`config.mk`:
```
export PLATFORM = sky130hd
export DESIGN_NAME = sst_cell
export DESIGN_NICKNAME = d
export VERILOG_FILES = /design/src/rtl/sst_pkg.sv /design/src/rtl/sst_cell.sv
export SDC_FILE = /design/constraint.sdc
export NUM_CORES = 1
export LEC_CHECK = 0
export ABC_CLOCK_PERIOD_IN_PS = 1900
export BUFFER_PORTS_ARGS = -buffer_cell sky130_fd_sc_hd__buf_2
export CAP_MARGIN = 30
export CORE_MARGIN = 4
export CORE_UTILIZATION = 35
export DETAILED_ROUTE_END_ITERATION = 6
export PLACE_DENSITY = 0.73
export SETUP_SLACK_MARGIN = 0.02
export SYNTH_ARGS = -nofsm -noshare
export SYNTH_HDL_FRONTEND = slang
export SYNTH_SLANG_ARGS = --single-unit
```
`constraint.sdc`:
```
create_clock -name clock -period 1.9 [get_ports clock]
set_clock_uncertainty 0.05 [all_clocks]
set_input_delay 0.095 -clock clock [delete_from_list [all_inputs] [get_ports clock]]
set_output_delay 0.095 -clock clock [all_outputs]
set_load 0.05 [all_outputs]
```
`src/rtl/sst_pkg.sv`:
```
`default_nettype none
package sst_pkg;

   localparam int CAPACITY_DEFAULT = 64;

   // action codes
   localparam logic [1:0] ACT_ADD    = 2'd0;
   localparam logic [1:0] ACT_REMOVE = 2'd1;
   localparam logic [1:0] ACT_QUERY  = 2'd2;

   typedef enum logic [1:0] {
      ST_IDLE,
      ST_COMPARE,
      ST_UPDATE
   } state_type;

   typedef struct packed {
      logic [1:0]         action;
      logic signed [31:0] element_value;
   } req_type;

   typedef struct packed {
      logic       was_present;
      logic       changed;
      logic       full_reject;
      logic [6:0] element_count;
   } rsp_type;

   // commands broadcast to every cell
   typedef struct packed {
      logic compare;
      logic insert;
      logic remove;
   } cell_ctrl_type;

   // flags each cell keeps from the compare cycle
   typedef struct packed {
      logic ge;
      logic after;
      logic eq;
   } cell_flag_type;

endpackage
`default_nettype wire

```
`src/rtl/sst_cell.sv`:
```
`default_nettype none
module sst_cell #(
   parameter int INDEX       = 0,
   parameter int COUNT_WIDTH = 7
) (
   input  wire logic                       clock,
   input  wire logic                       reset,
   input  wire sst_pkg::cell_ctrl_type     ctrl,
   input  wire logic signed [31:0]         key_value,
   input  wire logic [COUNT_WIDTH-1:0]     count,
   input  wire logic                       after_left,
   input  wire logic signed [31:0]         left_entry,
   input  wire logic signed [31:0]         right_entry,
   output      logic signed [31:0]         entry,
   output      sst_pkg::cell_flag_type     flags
);
   import sst_pkg::*;

   logic signed [31:0] entry_ff, entry_in;
   cell_flag_type      flag_ff, flag_in;
   logic               occupied;

   assign occupied = count > COUNT_WIDTH'(INDEX);

   always_comb begin
      flag_in = flag_ff;
      if (ctrl.compare) begin
         flag_in.ge    = occupied && (entry_ff >= key_value);
         flag_in.eq    = occupied && (entry_ff == key_value);
         flag_in.after = !occupied || flag_in.ge;
      end
   end

   // insert opens a gap at the first cell at or after the key, remove closes it
   always_comb begin
      entry_in = entry_ff;
      if (ctrl.insert && flag_ff.after) begin
         entry_in = after_left ? left_entry : key_value;
      end else if (ctrl.remove && flag_ff.ge) begin
         entry_in = right_entry;
      end
   end

   always_ff @(posedge clock) begin
      entry_ff <= entry_in;
      if (reset) begin
         flag_ff <= '0;
      end else begin
         flag_ff <= flag_in;
      end
   end

   assign entry = entry_ff;
   assign flags = flag_ff;

endmodule
`default_nettype wire

```
## After elaboration in Yosys (flattened, before gate mapping)

Cells that the tools add are included.

- Multiplexer cells: 3
- Reductions and logical operators: 7
- Order comparisons: 2
- Equality and inequality tests: 1

Operators with widths:

| operator | count |
|---|---|
| two-way mux 32 bit | 3 |
| equality test 32 bit | 1 |
| >= comparator 32 bit | 1 |
| greater-than comparator 7 x 1 -> 1 bit (second input constant) | 1 |
| logical AND 1 bit | 4 |
| nonzero test 2 bit | 1 |
| logical NOT 1 bit | 1 |
| logical OR 1 bit | 1 |

- Bits in registers: 35
- Bits of input ports: 109
- Word-level logic and storage cells: 17

## Longest topological paths before layout

- Word-level depth: 3
- Depth in mapped cells: 8

## Worst setup path after synthesis

Ideal clock, no wire load.

- Path kind: flip-flop to flip-flop
- Start point: register flag_ff, in the netlist flags[1]
- End point: register entry_ff[0], in the netlist entry[0] (enable)
- Required time: 1,462 ps
- Arrival time: 1,831 ps
- Period minus slack after synthesis: 2,269 ps
- Cell stages (with the launch flop): 4
- Path slack: -369 ps
- Cells stage by stage: dfxtp_1 and2_1 clkbuf_1 a21o_1

- Longest elaborated chain between the ends: 2

Ends and longest elaborated chain:

| item | line | source |
|---|---|---|
| start, declared | sst_cell.sv:20 | `cell_flag_type flag_ff, flag_in;` |
| start signal, assigned | sst_cell.sv:49 | `flag_ff <= flag_in;` |
| logical AND 1 bit | sst_cell.sv:37 | `if (ctrl.insert && flag_ff.after) begin` |
| nonzero test 2 bit (no line) | -- |  |
| end signal, assigned | sst_cell.sv:45 | `entry_ff <= entry_in;` |
| end, declared | sst_cell.sv:19 | `logic signed [31:0] entry_ff, entry_in;` |

Every way passes these cells.
A chain may end at the register's enable or synchronous reset.

## Worst setup path in the final report

- Start point: register entry_ff[27], in the netlist entry[27]
- End point: register flag_ff, in the netlist flags[2]

- Longest elaborated chain between the ends: 2

Ends and longest elaborated chain:

| item | line | source |
|---|---|---|
| >= comparator 32 bit | sst_cell.sv:28 | `flag_in.ge = occupied && (entry_ff >= key_value);` |
| logical AND 1 bit | sst_cell.sv:28 |  |

Every way passes these cells.

==> qor.txt <==
Slew headroom = 0.713
Fin worst setup slack = -0.0980 ns
Global-route layer with the greatest usage = met2
Final worst-path cycle share = 1.05
Hold Path Class = in2reg
Reg area = 1020 µm²
Total length of routed wires = 7.10 mm
Layout Cells excl Fill = 521
Fraction of layout cells with a size suffix above 1 = 0.419
Antenna violations before repair = 0
Gr usage total = 0.149
Pins Over Slew Limit = 0
Fin util = 0.513
Fin. Hold Viols = 0
H-Tree Depth = 2
Yosys warns = 0
Routability cong. = 0.746
Detailed Routing Iterations Pass 1 = 4
Worst path arrival time = 2.17 ns
Maximum vdd drop = 0.307 mV
Cells after Synth = 275
CP endpoint kind = register
Dpl hpwl = 5.78 mm
Antenna diode count = 0
Final-layout fill cell count = 700
CP cell instances = ha_4 -> nand4_1 -> buf_4 -> nor4_4 -> nand3_2 -> and4_1 -> a21oi_2
Total clock sinks = 35
WL/cell = 13.6 µm
Count of input and output buffers = 143
Synth top cells by count = a21oi_1 (48), nor2_1 (39), inv_1 (33)
Multi-input gate area = 1560 µm²
Core Area = 7250 µm²
CTS buffer count = 5
Max_cap viols = 0
CP Launch Type = register
Post-synthesis sequential area ratio = 0.391
Met2 usage = 0.271
Tmin final = 2.00 ns
Initial DRC Count = 47
Clock Root Buffer = clkbuf_8
Cell area after synthesis = 2610 µm²
Placed Instance Area = 3510 µm²
DP Cell Count = 509
Height of the die = 94.4 µm
Finish-stage setup viols = 3
LEAKAGE = 1.85 nW
Crit path buffers/inverters = 1
Top-count cell post-synth = a21oi_1
Least-Margin Pin Slew = 0.426 ns
Grt met1 use = 0.175
Die W = 94.4 µm
Pre-CTS setup slack = -0.0859 ns
Top post-synthesis cells by area = edfxtp_1 (37%), ha_1 (15%), mux2i_1 (12%), a21oi_1 (9.2%), nor2_1 (5.6%)
Worst hold margin = 0.0741 ns
Pwr Total = 2.43 mW
Combinational Power Share = 0.333
Critical setup path kind = reg2reg
DR DRC count = 0
Num rows = 31
Final TNS setup = -0.187 ns
CTS tree = yes
RSZ-0062 raised after global routing = true
Clk_lat worst skew = 0.29 ns
Crit path max-delay family = simple AND/OR/NAND/NOR gates
Nets = 562
First-pass GRT wire length = 10.5 mm
Post-DRT Antenna Nets = 0
Critical path required time = 2.07 ns
Flop pwr share = 0.394
Synth async-reset ratio = 0
Synthesis-to-finish area growth = 42.5%
Sw Pwr = 0.816 mW
Synth Net Count = 416
PwrDens = 653 nW/µm²
Synthesized flop and latch total = 35
Ys flop type = edfxtp_1
Failing checks = setup timing
Remaining Overflow, GRT = 0
Distinct cells, synth = 32
Switch share = 0.336
Largest net degree at the start of global routing = 41
CP max FO = 3
Pint = 1.61 mW
Cell accounting for the most synthesized area = edfxtp_1
Clock share of power = 0.273
Crit path max-delay cell type = edfxtp_1
Vias/cell = 4.74
Synth top area share = 0.368
Vias in the first global route = 2359
CTS clk-pin slew, worst paths = 0.08 ns
Maximum clock insertion buffer count = 2
Final Cell Area = 3720 µm²
Largest stage delay, worst path = 0.43 ns
Starting Density = 0.360
I/O pins = 144
GRT met3 Usage = 0.0430
Post-synth EDFFs = 32
Total number of vias = 2471
Die area = 8900 µm²
F_max = 0.501 GHz
Run status = finished, violations left
Synth Area per Inst = 9.49 µm²
repair_timing:
action / in CTS / in global routing
gates resized for setup: 3 / 6
buffers inserted: 3 / 0
hold endpoints to repair: 1 / 0
setup endpoints to repair: 3 / 3
hold buffers: 1 / 0
pin swaps: 13 / 6
flip-flops by register name (all words and copies together) (netlist names):
name	cells
entry	32
flags	3
final timing paths:
path | to | slack [ns] | start | cells past startpoint
setup / recovery | flags[2] | -0.1 | entry[27] | 7
hold / removal | entry[6] | 0.07 | right_entry[6] | 3
setup reg to reg | flags[2] | -0.1 | entry[27] | 7
hold reg to reg | flags[0] | 0.45 | flags[0] | 2
area by class of cell:
type / count / share of cell area
Clock buffer: 5 / 0.0185
Clock inverter: 3 / 0.0104
Multi-Input combinational cell: 196 / 0.419
Tap cell: 99 / 0.0333
Sequential cell: 35 / 0.275
Timing Repair Buffer: 150 / 0.211
Inverter: 33 / 0.0333
power by group through the flow:
stage | registers (mW) | logic (mW) | clock network, mW
3_5_place_dp | 0.975 | 0.786 | 0
2_1_floorplan | 1.16 | 0.328 | 0
5_1_grt | 0.964 | 0.890 | 0.712
4_1_cts | 0.958 | 0.807 | 0.677
3_3_place_gp | 0.971 | 0.765 | 0
6_report | 0.958 | 0.808 | 0.664
cell usage in the layout (no fill, tap or decap), types with 2 or more instances in the layout:
| cell type | n |
|---|---|
| edfxtp_1 | 32 |
| ha_4 | 7 |
| inv_1 | 33 |
| buf_2 | 143 |
| nand3_1 | 4 |
| a211oi_1 | 2 |
| a21oi_2 | 4 |
| a21oi_1 | 45 |
| nand4_1 | 6 |
| mux2i_1 | 32 |
| nand2_1 | 9 |
| o21ai_0 | 3 |
| clkbuf_8 | 5 |
| ha_1 | 25 |
| nor2_1 | 39 |
| dfxtp_1 | 3 |
| buf_4 | 5 |
tightest hold or removal path, delay by kind of cell:
kind,cells,cell delay (ns)
buf+inv,1,0.07
simple gates,1,0.03
compound gates,1,0.09
cell families after synthesis:
| group | Yosys count | share of synthesized area |
|---|---|---|
| AO/OA/AOI/OAI | 63 | 0.143 |
| flip-flops | 35 | 0.391 |
| multiplexers | 32 | 0.123 |
| buffers and inverters | 44 | 0.0647 |
| AND/OR/NAND/NOR | 69 | 0.125 |
| adder cells (fa/ha/maj) | 32 | 0.153 |
layer usage:
metal  up-vias  part of all wire
met5         -                 0
met4         0            0.0065
met3         7             0.087
met2        88              0.49
met1      1097              0.41
li1       1279                 -
Note: power is estimated with default switching activity, not from simulation.
